==> src/assert_macros.svh <==
// ----------------------------------------------------------------------------
// Assertion macros
// Concurrent assertion wrappers shared by the RTL; empty under synthesis.
// ----------------------------------------------------------------------------
`ifndef ASSERT_MACROS_SVH
`define ASSERT_MACROS_SVH

`ifndef SYNTHESIS
// Property must hold at every rising edge outside reset.
`define ASSERT_PROP(label, clk, rst_n, prop, msg) \
	label: assert property (@(posedge clk) disable iff (!rst_n) prop) \
		else $error(msg);
// Condition must never be seen at a rising edge outside reset.
`define ASSERT_NEVER(label, clk, rst_n, cond, msg) \
	label: assert property (@(posedge clk) disable iff (!rst_n) !(cond)) \
		else $error(msg);
`else
`define ASSERT_PROP(label, clk, rst_n, prop, msg)
`define ASSERT_NEVER(label, clk, rst_n, cond, msg)
`endif

`endif

==> src/tpcs_pkg.sv <==
// ----------------------------------------------------------------------------
// tpcs_pkg
// Types and constants shared by the touch point calibrate and settle block.
// ----------------------------------------------------------------------------
package tpcs_pkg;

	localparam int WORD_W   = 16;
	localparam int CAL_W    = 12;
	localparam int ORIENT_W = 3;
	localparam int ATT_W    = 7;
	localparam int CFG_IDX_W = 3;
	localparam int CFG_DATA_W = 12;

	// Restoring divider: product of two calibration-width values.
	localparam int PROD_W    = 2 * CAL_W;
	localparam int DIV_STEPS = PROD_W;
	localparam int DIV_CNT_W = $clog2(DIV_STEPS);

	localparam int SETTLE_TOLERANCE = 4;
	localparam logic signed [WORD_W-1:0] VALID_X_LIMIT = 16'sd320;
	localparam logic [ATT_W-1:0] ATTEMPT_SAT = 7'd127;

	localparam logic [CAL_W-1:0]    RST_X_MIN    = 12'd200;
	localparam logic [CAL_W-1:0]    RST_X_MAX    = 12'd3800;
	localparam logic [CAL_W-1:0]    RST_Y_MIN    = 12'd200;
	localparam logic [CAL_W-1:0]    RST_Y_MAX    = 12'd3800;
	localparam logic [CAL_W-1:0]    RST_HOR_RES  = 12'd320;
	localparam logic [CAL_W-1:0]    RST_VER_RES  = 12'd240;
	localparam logic [ORIENT_W-1:0] RST_ORIENT   = 3'd0;
	localparam logic [ATT_W-1:0]    RST_MAX_ATT  = 7'd100;

	// Orientation bits.
	localparam int OR_SWAP = 0;
	localparam int OR_INVX = 1;
	localparam int OR_INVY = 2;

	typedef enum logic [CFG_IDX_W-1:0] {
		REG_X_MIN        = 3'd0,
		REG_X_MAX        = 3'd1,
		REG_Y_MIN        = 3'd2,
		REG_Y_MAX        = 3'd3,
		REG_HOR_RES      = 3'd4,
		REG_VER_RES      = 3'd5,
		REG_ORIENTATION  = 3'd6,
		REG_MAX_ATTEMPTS = 3'd7
	} cfg_reg_t;

	typedef struct packed {
		logic [CAL_W-1:0]    x_min;
		logic [CAL_W-1:0]    x_max;
		logic [CAL_W-1:0]    y_min;
		logic [CAL_W-1:0]    y_max;
		logic [CAL_W-1:0]    hor_res;
		logic [CAL_W-1:0]    ver_res;
		logic [ORIENT_W-1:0] orientation;
		logic [ATT_W-1:0]    max_attempts;
	} cfg_t;

	typedef struct packed {
		logic [WORD_W-1:0] x_word;
		logic [WORD_W-1:0] y_word;
		logic              new_event;
	} in_item_t;

	typedef struct packed {
		logic signed [WORD_W-1:0] x_coord;
		logic signed [WORD_W-1:0] y_coord;
		logic                     pressed;
		logic                     settled;
		logic                     last_attempt;
	} out_item_t;

	typedef enum logic [2:0] {
		S_IDLE    = 3'd0,
		S_MUL     = 3'd1,
		S_DIV     = 3'd2,
		S_STORE   = 3'd3,
		S_FINISH  = 3'd4
	} state_t;

	// Commands from the controller to the datapath.
	typedef struct packed {
		logic load;      // capture the input transaction
		logic mul;       // load the scaled product into the divider
		logic div_step;  // one restoring division step
		logic store;     // write the finished axis
		logic axis_y;    // 0 selects X, 1 selects Y
		logic finish;    // settle check and output register load
	} cmd_t;

	typedef struct packed {
		logic out_free;  // output register can take a result this cycle
	} status_t;

endpackage

==> src/touch_point_calibrate_settle_core.sv <==
// ----------------------------------------------------------------------------
// touch_point_calibrate_settle_core
// Raw resistive touch words to calibrated screen coordinates with settling.
// ----------------------------------------------------------------------------
// Usage:
// The input channel (in_valid, in_stall, in_data) carries one transaction per
// touch sample: the raw X and Y conversion words and a flag marking the first
// sample of a pen event. The output channel (out_valid, out_stall, out_data)
// returns exactly one result transaction per sample: the calibrated point,
// whether it is a valid press, whether it has settled against the previous
// point and whether the attempt limit for this pen event has been reached.
// Both axes run through one shared multiplier and one restoring divider that
// produces one quotient bit per cycle over 24 bits, and the next sample is
// accepted the cycle after the result is registered.
// The output register holds a finished result while the receiver stalls;
// the next sample is already being worked on, and only its final write waits
// until the output register is free.
// Reset loads the calibration registers with their defaults and clears the
// previous point and attempt counter. The user writes configuration only
// through the plain write port while the block is idle; this is not enforced.
// ----------------------------------------------------------------------------
module touch_point_calibrate_settle_core (
	input  logic                              clk,
	input  logic                              arst_n,
	// Configuration write port
	input  logic                              cfg_wr_en,
	input  logic [tpcs_pkg::CFG_IDX_W-1:0]    cfg_index,
	input  logic [tpcs_pkg::CFG_DATA_W-1:0]   cfg_data,
	// Sample channel
	input  logic                              in_valid,
	output logic                              in_stall,
	input  tpcs_pkg::in_item_t                in_data,
	// Result channel
	output logic                              out_valid,
	input  logic                              out_stall,
	output tpcs_pkg::out_item_t               out_data
);

	tpcs_pkg::cfg_t    cfg;
	tpcs_pkg::cmd_t    cmd;
	tpcs_pkg::status_t status;

	// Calibration, resolution, orientation and attempt limit registers.
	tpcs_cfg_regs u_cfg (
		.clk       (clk),
		.arst_n    (arst_n),
		.cfg_wr_en (cfg_wr_en),
		.cfg_index (cfg_index),
		.cfg_data  (cfg_data),
		.cfg       (cfg)
	);

	// The sequencer owns the input handshake and steps the datapath.
	tpcs_ctrl u_ctrl (
		.clk      (clk),
		.arst_n   (arst_n),
		.in_valid (in_valid),
		.in_stall (in_stall),
		.cmd      (cmd),
		.status   (status)
	);

	// The datapath owns the history state and the output register.
	tpcs_datapath u_dp (
		.clk       (clk),
		.arst_n    (arst_n),
		.cfg       (cfg),
		.cmd       (cmd),
		.status    (status),
		.in_data   (in_data),
		.out_valid (out_valid),
		.out_stall (out_stall),
		.out_data  (out_data)
	);

endmodule

==> src/tpcs_cfg_regs.sv <==
// ----------------------------------------------------------------------------
// tpcs_cfg_regs
// Calibration and orientation registers behind the plain write port.
// ----------------------------------------------------------------------------
module tpcs_cfg_regs (
	input  logic                              clk,
	input  logic                              arst_n,
	input  logic                              cfg_wr_en,
	input  logic [tpcs_pkg::CFG_IDX_W-1:0]    cfg_index,
	input  logic [tpcs_pkg::CFG_DATA_W-1:0]   cfg_data,
	output tpcs_pkg::cfg_t                    cfg
);

	tpcs_pkg::cfg_t cfg_q;

	always_ff @(posedge clk or negedge arst_n) begin
		if (!arst_n) begin
			cfg_q.x_min        <= tpcs_pkg::RST_X_MIN;
			cfg_q.x_max        <= tpcs_pkg::RST_X_MAX;
			cfg_q.y_min        <= tpcs_pkg::RST_Y_MIN;
			cfg_q.y_max        <= tpcs_pkg::RST_Y_MAX;
			cfg_q.hor_res      <= tpcs_pkg::RST_HOR_RES;
			cfg_q.ver_res      <= tpcs_pkg::RST_VER_RES;
			cfg_q.orientation  <= tpcs_pkg::RST_ORIENT;
			cfg_q.max_attempts <= tpcs_pkg::RST_MAX_ATT;
		end else if (cfg_wr_en) begin
			unique case (tpcs_pkg::cfg_reg_t'(cfg_index))
				tpcs_pkg::REG_X_MIN:        cfg_q.x_min   <= cfg_data[tpcs_pkg::CAL_W-1:0];
				tpcs_pkg::REG_X_MAX:        cfg_q.x_max   <= cfg_data[tpcs_pkg::CAL_W-1:0];
				tpcs_pkg::REG_Y_MIN:        cfg_q.y_min   <= cfg_data[tpcs_pkg::CAL_W-1:0];
				tpcs_pkg::REG_Y_MAX:        cfg_q.y_max   <= cfg_data[tpcs_pkg::CAL_W-1:0];
				tpcs_pkg::REG_HOR_RES:      cfg_q.hor_res <= cfg_data[tpcs_pkg::CAL_W-1:0];
				tpcs_pkg::REG_VER_RES:      cfg_q.ver_res <= cfg_data[tpcs_pkg::CAL_W-1:0];
				tpcs_pkg::REG_ORIENTATION:
					cfg_q.orientation <= cfg_data[tpcs_pkg::ORIENT_W-1:0];
				tpcs_pkg::REG_MAX_ATTEMPTS:
					cfg_q.max_attempts <= cfg_data[tpcs_pkg::ATT_W-1:0];
				default: ;
			endcase
		end
	end

	assign cfg = cfg_q;

endmodule

==> src/tpcs_datapath.sv <==
// ----------------------------------------------------------------------------
// tpcs_datapath
// Clamp, multiply, shared restoring divider, inversion, settle tracking and
// the output register.
// ----------------------------------------------------------------------------
module tpcs_datapath (
	input  logic                 clk,
	input  logic                 arst_n,
	input  tpcs_pkg::cfg_t       cfg,
	input  tpcs_pkg::cmd_t       cmd,
	output tpcs_pkg::status_t    status,
	input  tpcs_pkg::in_item_t   in_data,
	output logic                 out_valid,
	input  logic                 out_stall,
	output tpcs_pkg::out_item_t  out_data
);

	localparam int W  = tpcs_pkg::WORD_W;
	localparam int CW = tpcs_pkg::CAL_W;
	localparam int PW = tpcs_pkg::PROD_W;
	localparam logic signed [W:0] TOL_POS = (W+1)'(tpcs_pkg::SETTLE_TOLERANCE);
	localparam logic signed [W:0] TOL_NEG = -TOL_POS;

	// Word shifted right by three, less the minimum, clamped at zero.
	// A word with its top bit set is negative after the shift and clamps.
	function automatic logic [CW-1:0] clamp_sub(input logic [W-1:0] word,
			input logic [CW-1:0] lo);
		logic [CW-1:0] v;
		v = word[W-2:W-1-CW];
		if (!word[W-1] && (v > lo))
			return v - lo;
		return '0;
	endfunction

	logic [CW-1:0] d_x_q, d_y_q;
	logic          new_event_q;
	logic [PW-1:0] dq_q;
	logic [CW-1:0] rem_q;
	logic signed [W-1:0] x_q, y_q;
	logic signed [W-1:0] prev_x_q, prev_y_q;
	logic [tpcs_pkg::ATT_W-1:0] attempt_q;
	logic          out_valid_q;
	tpcs_pkg::out_item_t out_q;

	logic [W-1:0]  raw_x, raw_y;
	logic [CW-1:0] d_sel, res_sel, lo_sel, hi_sel, span;
	logic          span_ok, inv_sel;
	logic [PW-1:0] prod;
	logic [CW:0]   trial;
	logic          ge;
	logic [W-1:0]  quot16, axis_val;

	logic signed [W-1:0] prev_x_eff, prev_y_eff;
	logic signed [W:0]   dx, dy;
	logic          valid_pt, near;
	logic [tpcs_pkg::ATT_W-1:0] att_base, att_next;

	// Capture: swap then clamp both axes.
	assign raw_x = cfg.orientation[tpcs_pkg::OR_SWAP] ? in_data.y_word : in_data.x_word;
	assign raw_y = cfg.orientation[tpcs_pkg::OR_SWAP] ? in_data.x_word : in_data.y_word;

	// Axis selection for the shared multiplier and divider.
	always_comb begin
		if (cmd.axis_y) begin
			d_sel   = d_y_q;
			res_sel = cfg.ver_res;
			lo_sel  = cfg.y_min;
			hi_sel  = cfg.y_max;
			inv_sel = cfg.orientation[tpcs_pkg::OR_INVY];
		end else begin
			d_sel   = d_x_q;
			res_sel = cfg.hor_res;
			lo_sel  = cfg.x_min;
			hi_sel  = cfg.x_max;
			inv_sel = cfg.orientation[tpcs_pkg::OR_INVX];
		end
	end

	assign span_ok = hi_sel > lo_sel;
	assign span    = hi_sel - lo_sel;
	assign prod    = PW'(d_sel) * PW'(res_sel);

	// The remainder stays below the span, so it fits CW bits and the trial
	// fits CW+1 bits.
	assign trial = {rem_q, dq_q[PW-1]};
	assign ge    = trial >= {1'b0, span};

	assign quot16   = span_ok ? dq_q[W-1:0] : '0;
	assign axis_val = inv_sel ? (W'(res_sel) - quot16) : quot16;

	always_ff @(posedge clk) begin
		if (cmd.load) begin
			d_x_q       <= clamp_sub(raw_x, cfg.x_min);
			d_y_q       <= clamp_sub(raw_y, cfg.y_min);
			new_event_q <= in_data.new_event;
		end
		if (cmd.mul) begin
			dq_q  <= prod;
			rem_q <= '0;
		end else if (cmd.div_step) begin
			dq_q  <= {dq_q[PW-2:0], ge};
			rem_q <= ge ? CW'(trial - {1'b0, span}) : trial[CW-1:0];
		end
		if (cmd.store) begin
			if (cmd.axis_y)
				y_q <= axis_val;
			else
				x_q <= axis_val;
		end
	end

	// Settle check against the previous valid point.
	assign prev_x_eff = new_event_q ? '0 : prev_x_q;
	assign prev_y_eff = new_event_q ? '0 : prev_y_q;
	assign dx = {prev_x_eff[W-1], prev_x_eff} - {x_q[W-1], x_q};
	assign dy = {prev_y_eff[W-1], prev_y_eff} - {y_q[W-1], y_q};
	assign near = (dx > TOL_NEG) && (dx < TOL_POS) && (dy > TOL_NEG) && (dy < TOL_POS);
	assign valid_pt = (y_q > 16'sd0) && !(x_q > tpcs_pkg::VALID_X_LIMIT);

	assign att_base = new_event_q ? '0 : attempt_q;
	assign att_next = (att_base == tpcs_pkg::ATTEMPT_SAT) ? att_base : att_base + 1'b1;

	always_ff @(posedge clk or negedge arst_n) begin
		if (!arst_n) begin
			prev_x_q  <= '0;
			prev_y_q  <= '0;
			attempt_q <= '0;
		end else if (cmd.finish) begin
			attempt_q <= att_next;
			if (valid_pt && !near) begin
				prev_x_q <= x_q;
				prev_y_q <= y_q;
			end else begin
				prev_x_q <= prev_x_eff;
				prev_y_q <= prev_y_eff;
			end
		end
	end

	always_ff @(posedge clk or negedge arst_n) begin
		if (!arst_n)
			out_valid_q <= 1'b0;
		else if (cmd.finish)
			out_valid_q <= 1'b1;
		else if (!out_stall)
			out_valid_q <= 1'b0;
	end

	always_ff @(posedge clk) begin
		if (cmd.finish) begin
			out_q.x_coord      <= x_q;
			out_q.y_coord      <= y_q;
			out_q.pressed      <= valid_pt;
			out_q.settled      <= valid_pt && near;
			out_q.last_attempt <= att_next >= cfg.max_attempts;
		end
	end

	assign status.out_free = !out_valid_q || !out_stall;
	assign out_valid = out_valid_q;
	assign out_data  = out_q;

endmodule

==> src/tpcs_ctrl.sv <==
// ----------------------------------------------------------------------------
// tpcs_ctrl
// Sequencer: capture, then multiply, divide and store for X and then Y,
// then the settle check into the output register.
// ----------------------------------------------------------------------------
`include "assert_macros.svh"

module tpcs_ctrl (
	input  logic               clk,
	input  logic               arst_n,
	input  logic               in_valid,
	output logic               in_stall,
	output tpcs_pkg::cmd_t     cmd,
	input  tpcs_pkg::status_t  status
);

	localparam int CNT_W = tpcs_pkg::DIV_CNT_W;
	localparam logic [CNT_W-1:0] CNT_LAST = CNT_W'(tpcs_pkg::DIV_STEPS - 1);

	tpcs_pkg::state_t state_q, state_d;
	logic [CNT_W-1:0] cnt_q, cnt_d;
	logic             axis_q, axis_d;

	always_ff @(posedge clk or negedge arst_n) begin
		if (!arst_n) begin
			state_q <= tpcs_pkg::S_IDLE;
			cnt_q   <= '0;
			axis_q  <= 1'b0;
		end else begin
			state_q <= state_d;
			cnt_q   <= cnt_d;
			axis_q  <= axis_d;
		end
	end

	always_comb begin
		state_d = state_q;
		cnt_d   = cnt_q;
		axis_d  = axis_q;
		cmd     = '0;
		cmd.axis_y = axis_q;
		in_stall = 1'b1;
		unique case (state_q)
			tpcs_pkg::S_IDLE: begin
				in_stall = 1'b0;
				if (in_valid) begin
					cmd.load = 1'b1;
					axis_d   = 1'b0;
					state_d  = tpcs_pkg::S_MUL;
				end
			end
			tpcs_pkg::S_MUL: begin
				cmd.mul = 1'b1;
				cnt_d   = '0;
				state_d = tpcs_pkg::S_DIV;
			end
			tpcs_pkg::S_DIV: begin
				cmd.div_step = 1'b1;
				if (cnt_q == CNT_LAST)
					state_d = tpcs_pkg::S_STORE;
				else
					cnt_d = cnt_q + 1'b1;
			end
			tpcs_pkg::S_STORE: begin
				cmd.store = 1'b1;
				if (axis_q) begin
					state_d = tpcs_pkg::S_FINISH;
				end else begin
					axis_d  = 1'b1;
					state_d = tpcs_pkg::S_MUL;
				end
			end
			tpcs_pkg::S_FINISH: begin
				if (status.out_free) begin
					cmd.finish = 1'b1;
					state_d    = tpcs_pkg::S_IDLE;
				end
			end
			default: state_d = tpcs_pkg::S_IDLE;
		endcase
	end

	`ASSERT_PROP(a_accept_starts_x, clk, arst_n, (in_valid && !in_stall) |=> (state_q == tpcs_pkg::S_MUL && !axis_q), "accepted transaction did not start the X axis")
	`ASSERT_NEVER(a_cnt_range, clk, arst_n, cnt_q > CNT_LAST, "division step count out of range")
	`ASSERT_PROP(a_finish_waits, clk, arst_n, (state_q == tpcs_pkg::S_FINISH && !status.out_free) |=> (state_q == tpcs_pkg::S_FINISH), "result dropped while output register was full")
	`ASSERT_PROP(a_div_done_store, clk, arst_n, (state_q == tpcs_pkg::S_DIV && cnt_q == CNT_LAST) |=> (state_q == tpcs_pkg::S_STORE && axis_q == $past(axis_q)), "division did not end in a store of the same axis")

endmodule

==> config.mk <==
export PLATFORM = sky130hd
export DESIGN_NAME = touch_point_calibrate_settle_core
export DESIGN_NICKNAME = d
export VERILOG_FILES = /design/src/tpcs_pkg.sv /design/src/touch_point_calibrate_settle_core.sv /design/src/tpcs_cfg_regs.sv /design/src/tpcs_datapath.sv /design/src/tpcs_ctrl.sv
export VERILOG_INCLUDE_DIRS = /design/src /design/src/src
export SDC_FILE = /design/constraint.sdc
export NUM_CORES = 1
export LEC_CHECK = 0
export BUFFER_PORTS_ARGS = -buffer_cell sky130_fd_sc_hd__buf_2
export CAP_MARGIN = 20
export CORE_ASPECT_RATIO = 0.6
export CORE_MARGIN = 5
export CORE_UTILIZATION = 60
export DETAILED_ROUTE_END_ITERATION = 16
export GPL_TIMING_DRIVEN = 0
export PLACE_DENSITY = 0.8
export REMOVE_ABC_BUFFERS = 1
export SLEW_MARGIN = 20
export SYNTH_ARGS = -nofsm -noshare
export SYNTH_HDL_FRONTEND = slang
export SYNTH_SLANG_ARGS = --single-unit
==> constraint.sdc <==
create_clock -name clk -period 8.1 [get_ports clk]
set_input_delay 1.215 -clock clk [delete_from_list [all_inputs] [get_ports clk]]
set_output_delay 1.215 -clock clk [all_outputs]
set_load 0.1 [all_outputs]
==> results of run 1 <==
## final timing paths
kind                       slack, ns  cells after the start                         from                            to
max in group asynchronous       6.78                      2                       arst_n     u_cfg.cfg[30]$_DFFE_PN1P_
max reg2reg                     0.44                     22    u_ctrl.axis_q$_DFFE_PN0P_       u_dp.dq_q[23]$_DFFE_PN_
max                             0.44                     22    u_ctrl.axis_q$_DFFE_PN0P_       u_dp.dq_q[23]$_DFFE_PN_
min in group asynchronous       0.50                      1                       arst_n  u_dp.prev_y_q[4]$_DFFE_PN0P_
min                             0.46                      2  u_dp.rem_q[10]$_SDFFE_PP0P_   u_dp.rem_q[10]$_SDFFE_PP0P_
min reg2reg                     0.46                      2  u_dp.rem_q[10]$_SDFFE_PP0P_   u_dp.rem_q[10]$_SDFFE_PP0P_
## worst reg2reg max path, stage by stage, from the launching register on
cell and delay, ns:
dfrtp_4 0.75, buf_12 0.32, mux2i_2 0.69, inv_1 0.37
nand2_1 0.16, fa_1 0.45, fa_1 0.56, inv_1 0.06
fa_1 0.52, fa_1 0.55, inv_1 0.06, fa_1 0.52
inv_1 0.04, ha_1 0.35, a21oi_1 0.21, nor3b_1 0.08
a21oi_1 0.33, a311oi_1 0.21, a31oi_1 0.31, o21bai_1 0.10
a21oi_1 0.20, xnor2_1 0.10, o21ai_1 0.45
## registers in the layout, summed over array words and instances (netlist names)
name and flops:
u_dp.y_q 16, u_dp.x_q 16, u_dp.d_x_q 12, u_dp.prev_y_q 16
u_ctrl.cnt_q 5, u_dp.d_y_q 12, u_dp.dq_q 24, u_dp.out_data 35
u_dp.prev_x_q 16, u_cfg.cfg 82, u_dp.out_valid 1, u_ctrl.axis_q 1
u_ctrl.state_q 3, u_dp.new_event_q 1, u_dp.rem_q 12, u_dp.attempt_q 7
## Yosys cell counts, types with 14 or more instances
| cell type | number |
|---|---|
| a21o_1 | 20 |
| a22o_1 | 31 |
| nor2_1 | 155 |
| o21ai_0 | 96 |
| edfxtp_1 | 116 |
| xor2_1 | 27 |
| mux2_2 | 113 |
| ha_1 | 163 |
| nand4_1 | 24 |
| o21ai_1 | 17 |
| nand3_1 | 19 |
| nor3_1 | 50 |
| nor2b_1 | 57 |
| nand2_1 | 229 |
| xnor2_1 | 48 |
| nand2b_1 | 26 |
| inv_1 | 240 |
| nor4_1 | 14 |
| fa_1 | 107 |
| and2_1 | 22 |
| dfstp_2 | 29 |
| a21oi_1 | 82 |
| mux2i_1 | 38 |
| dfrtp_1 | 102 |
| clkbuf_1 | 47 |
## kinds of logic (layout without fill, tap and decap cells)
group,count (synthesis),in the layout,synth area share
simple gates,644,644,0.1519
compound gates,347,347,0.1108
buf+inv,308,385,0.05942
fa+ha+maj,270,270,0.2095
flops,259,259,0.3526
mux,151,151,0.08281
xor+xnor,75,75,0.03291
## metal layers
metal | share of wire | wire (um)
met4 | 0.019 | 933
met1 | 0.46 | 22120
met5 | 0 | 0
met3 | 0.093 | 4476
met2 | 0.43 | 20650
## cells in the final DEF, fill, tap and decap left out, types with 20 or more instances in the layout
| master | count |
|---|---|
| a21oi_1 | 82 |
| nor3_1 | 48 |
| nand2b_1 | 25 |
| clkbuf_16 | 26 |
| mux2_2 | 113 |
| nor2_1 | 152 |
| mux2i_1 | 33 |
| nand4_1 | 24 |
| o21ai_0 | 95 |
| inv_1 | 240 |
| ha_1 | 163 |
| a21o_1 | 20 |
| xor2_1 | 27 |
| buf_2 | 82 |
| dfrtp_1 | 100 |
| and2_1 | 21 |
| dfstp_2 | 29 |
| nor2b_1 | 56 |
| edfxtp_1 | 116 |
| nand2_1 | 229 |
| fa_1 | 107 |
| a22o_1 | 31 |
| xnor2_1 | 48 |
## area by class of cell
| type | instances | area share |
|---|---|---|
| Sequential cell | 259 | 0.3243 |
| Inverter | 246 | 0.04258 |
| Clock inverter | 7 | 0.002477 |
| Timing Repair Buffer | 91 | 0.02512 |
| Tap cell | 450 | 0.02593 |
| Multi-Input combinational cell | 1487 | 0.5443 |
| Clock buffer | 41 | 0.03532 |
## per-stage QoR
| stage | worst slack [ns] | hold WS, ns | instances |
|---|---|---|---|
| after floorplan | 0.9791 | 0.4395 | 1992 |
| after global placement | -1.155 | 0.4535 | 2525 |
| after detailed placement | 0.2521 | 0.4592 | 2533 |
| after CTS | 0.2253 | 0.4681 | 2581 |
| after global routing | 0.2222 | 0.4841 | 2581 |
| final | 0.4388 | 0.4642 | 2581 |
==> impl_metrics.py, run 1 <==
metrics = {
    "grt": {
        "grt.total_usage": 0.2636,
        "met1_usage": 0.3895,
        "met2_usage": 0.4038,
        "grt_max_degree": 105,
        "grt_pass1_vias": 15350,
        "gr-usage-met3": 0.06332,
        "top_usage_layer": "met2",
        "antenna_found_initial": 0,
        "grt-ovfl-total": 0,
        "grt_pass1_wl_mm": 78.99,
    },
    "route": {
        "wire_per_inst_um": 18.67,
        "wl_mm": 48.18,
        "first_pass_iters": 5,
        "drc": 0,
        "vias_per_cell": 5.945,
        "postRouteAntennaNets": 0,
        "drtIter0Drc": 1401,
        "vias": 15340,
    },
    "timing": {
        "final-setup-viol-count": 0,
        "drv_slew": 0,
        "relSlewSlack": 0.2986,
        "skew_ns": 0.02711,
        "fmax_mhz": 130.5,
        "rsz0062_at_grt": "no",
        "tns_ns": 0,
        "fin_crit_ns": 7.661,
        "hold_viol": 0,
        "timing.final.crit_share": 0.9458,
        "worst_pin_slew_ns": 1.048,
    },
    "setup_path": {
        "cpPeakStageDelay_ns": 0.75,
        "arrival_ns": 7.96,
        "cp-start-kind": "register",
        "critical_path_required_ns": 8.39,
        "cp-end-kind": "register",
        "cp_common_cell": "fa_1",
        "slowest_stage": "dfrtp_4",
        "timing.critical_path.buf_inv": 5,
        "crit_family": "adder cells",
        "crit_fanout": 33,
        "worstSetupPathType": "reg2reg",
        "cp_cell_sequence": "buf_12 -> mux2i_2 -> inv_1 -> nand2_1 -> fa_1 -> fa_1 -> inv_1 -> fa_1 -> fa_1 -> inv_1 -> fa_1 -> inv_1 -> ha_1 -> a21oi_1 -> nor3b_1 -> a21oi_1 -> a311oi_1 -> a31oi_1 -> o21bai_1 -> a21oi_1 -> xnor2_1 -> o21ai_1",
    },
    "place": {
        "portBuffers": 83,
        "gp_congestion": 0.9295,
        "post-dp-hpwl_mm": 36.91,
        "dpl_cell_area_um2": 20880,
    },
    "status": {
        "status": "completed",
    },
    "clock_network": {
        "tritoncts": "yes",
        "path_clk_slew_ns": 0.06,
        "worstSkewPairLatency_ns": 0.57,
        "hold_buffers": 0,
        "cts.repair.resized": 0,
        "clock_path_buffers": 3,
        "cts_root_buffer": "clkbuf_16",
        "cts_sinks": 259,
        "cts_setup_buffers": 0,
        "cts_made_buffers": 26,
        "htreeDepth": 1,
    },
    "floorplanning": {
        "num_rows": 51,
        "die_y_um": 151.3,
        "core_um2": 32610,
        "die_area_um2": 37130,
        "die_w_um": 245.5,
        "pin_count": 90,
        "start_util": 0.6121,
    },
    "finish": {
        "register_area_um2": 7043,
        "n_antenna_cell": 0,
        "final_area_um2": 21720,
        "layout.nets": 2434,
        "multi_input_area_um2": 11820,
        "synthToLayoutAreaGrowth_pct": 8.801,
        "fillers": 2489,
        "layout-drive-gt1-share": 0.1436,
        "post-route-util": 0.6660,
    },
    "yosys": {
        "synth_top_area_frac": 0.1745,
        "syn_area_per_cell_um2": 9.718,
        "yosys.area.top_type": "edfxtp_1",
        "synthFlopType": "edfxtp_1",
        "syn_area_um2": 19960,
        "synth-edff-count": 116,
        "yosys_warnings": 0,
        "ys_ff_latch": 259,
        "postSynthCellCount": 2054,
        "synth_cell_types": 74,
        "synth_seq_area_share": 0.3526,
        "synth_async_sr_flop_share": 0.5058,
        "synthTopCellsByArea": "edfxtp_1 (17%), dfrtp_1 (13%), fa_1 (11%)",
    },
    "job": {
        "drv_cap": 0,
    },
    "min_path": {
        "hp-class": "reg2reg",
    },
}
Power of run 1 is not shown: default switching activity piles up to over one toggle a cycle in this logic, so the estimate is an artifact.
==> run 2, diff against run 1 <==
--- a/config.mk
+++ b/config.mk
@@ -13,7 +13,7 @@
 export CORE_UTILIZATION = 60
 export DETAILED_ROUTE_END_ITERATION = 16
 export GPL_TIMING_DRIVEN = 0
-export PLACE_DENSITY = 0.8
+export PLACE_DENSITY = 0.78
 export REMOVE_ABC_BUFFERS = 1
 export SLEW_MARGIN = 20
 export SYNTH_ARGS = -nofsm -noshare
==> run 2 against run 1 <==
Die area is the same. Cell count is essentially flat. Utilization grew 0.45 points. Sequential share of layout area shrank 0.22 points. Count of clock-buffer cells in the layout shrank 8. Non-clock buffer count grew 2. First-iteration DRC count grew 7.2%. Fmax shrank 1.7%. Worst setup slack lost 0.13 ns. Final area grew 0.67%. Flip-flop and latch count is the same. Clock skew shrank 0.0097 ns. Critical endpoint unchanged.
==> impl_metrics.py, run 2 (same netlist as run 1, synthesis figures left out) <==
metrics = {
    "place": {
        "portBuffers": 83,
        "dpl_cell_area_um2": 20920,
        "gp_congestion": 0.9398,
        "post-dp-hpwl_mm": 37.33,
    },
    "finish": {
        "layout-drive-gt1-share": 0.1458,
        "largest_reg_flops": 82,
        "n_antenna_cell": 0,
        "synthToLayoutAreaGrowth_pct": 9.528,
        "most-common-layout-cells": "inv_1 (240), nand2_1 (229), ha_1 (163)",
        "final_common_cell": "inv_1",
        "layout.nets": 2436,
        "post-route-util": 0.6705,
        "final_area_um2": 21860,
    },
    "floorplanning": {
        "die_w_um": 245.5,
        "pin_count": 90,
        "die_y_um": 151.3,
        "num_rows": 51,
        "start_util": 0.6121,
        "die_area_um2": 37130,
        "core_um2": 32610,
    },
    "min_path": {
        "hold_depth": 2,
        "min_from": "u_dp.rem_q[10]$_SDFFE_PP0P_",
        "hp-class": "reg2reg",
    },
    "job": {
        "drv_cap": 0,
    },
    "grt": {
        "grt_pass1_vias": 15460,
        "grt_max_degree": 105,
        "grt_pass1_wl_mm": 79.76,
        "antenna_found_initial": 1,
        "grt.total_usage": 0.2668,
        "grt-ovfl-total": 0,
    },
    "clock_network": {
        "tritoncts": "yes",
        "cts_setup_buffers": 0,
        "cts_root_buffer": "clkbuf_16",
        "cts_sinks": 259,
        "htreeDepth": 1,
        "path_clk_slew_ns": 0.07,
        "cts_made_buffers": 26,
        "worstSkewPairLatency_ns": 0.57,
        "clock_path_buffers": 3,
    },
    "route": {
        "wl_mm": 49.06,
        "vias_per_cell": 5.960,
        "wire_per_inst_um": 18.99,
        "drc": 0,
        "first_pass_iters": 6,
        "drtIter0Drc": 1502,
        "vias": 15400,
        "postRouteAntennaNets": 0,
    },
    "timing": {
        "fmax_mhz": 128.4,
        "relSlewSlack": 0.2769,
        "hold_viol": 0,
        "timing.final.crit_share": 0.9618,
        "fin_crit_ns": 7.791,
        "final-setup-viol-count": 0,
        "skew_ns": 0.01742,
        "worst_pin_slew_ns": 1.081,
        "rsz0062_at_grt": "no",
        "drv_slew": 0,
    },
    "setup_path": {
        "ff2ff_path_depth": 22,
        "arrival_ns": 8.06,
        "cp-start-kind": "register",
        "cp-end-kind": "register",
        "worstSetupPathType": "reg2reg",
        "critical_path_required_ns": 8.37,
        "crit_fanout": 48,
        "worstSetupStartpoint": "u_ctrl.axis_q$_DFFE_PN0P_",
        "reg2reg_from": "u_ctrl.axis_q$_DFFE_PN0P_",
    },
    "status": {
        "status": "completed",
    },
}
-- run 2: cell count changes in the layout (fill, tap and decap cells not counted), moves of 2 or more --
cell,previous run,this run
bufinv_16,0,4
clkbuf_8,6,3
mux2i_1,33,36
clkbuf_1,9,2
clkinvlp_4,0,2
inv_6,0,2
mux2i_2,4,1
-- run 2: area by class of cell --
type / instances / area, um2
inverter: 246 / 924.6
clock inverter: 15 / 205.2
timing repair buffer: 93 / 588.1
fill: 2482 / 10750
clock buffer: 33 / 729.5
tap: 450 / 563.0
sequential: 259 / 7043
multi-input combinational: 1487 / 11810
-- run 2: what timing repair did --
| item | 4_1_cts | 5_1_grt |
|---|---|---|
| gates resized for setup | 0 | 1 |
| hold buffers | 0 | 0 |
| setup endpoints to repair | 0 | 1 |
-- run 2: stage by stage --
stage | worst slack [ns] | std cells | hold slack [ns] | TNS [ns]
finish | 0.3093 | 2583 | 0.4782 | 0
global route | 0.08710 | 2583 | 0.4992 | 0
CTS | 0.3797 | 2583 | 0.4723 | 0
detailed placement | 0.4012 | 2535 | 0.4636 | 0
global placement | -1.119 | 2525 | 0.4530 | -7.915
floorplan | 0.9791 | 1992 | 0.4395 | 0
-- run 2: final timing paths --
path                                                  to  slack, ns
max                              u_dp.dq_q[23]$_DFFE_PN_       0.31
min                          u_dp.rem_q[10]$_SDFFE_PP0P_       0.48
max reg2reg                      u_dp.dq_q[23]$_DFFE_PN_       0.31
min reg2reg                  u_dp.rem_q[10]$_SDFFE_PP0P_       0.48
max in group asynchronous       u_cfg.cfg[7]$_DFFE_PN0P_       6.78
min in group asynchronous  u_dp.prev_x_q[11]$_DFFE_PN0P_       0.50
-- run 2: critical path, stage by stage (launching register included) --
cell and delay, ns:
dfrtp_4 0.58, buf_16 0.32, mux2i_1 0.83, inv_1 0.40
nand2_1 0.17, fa_1 0.46, fa_1 0.56, inv_1 0.06
fa_1 0.52, fa_1 0.55, inv_1 0.05, fa_1 0.52
inv_1 0.04, ha_1 0.34, a21oi_1 0.22, nor3b_1 0.08
a21oi_1 0.31, a311oi_1 0.22, a31oi_1 0.30, o21bai_1 0.10
a21oi_1 0.19, xnor2_1 0.09, o21ai_0 0.53
-- run 2: per-layer routing --
layer,GRT usage,part of all wire
met3,0.06984,0.094
met4,0.05686,0.019
met2,0.4039,0.43
met1,0.3918,0.46
met5,0,0
Power of run 2 is left out for the same reason.
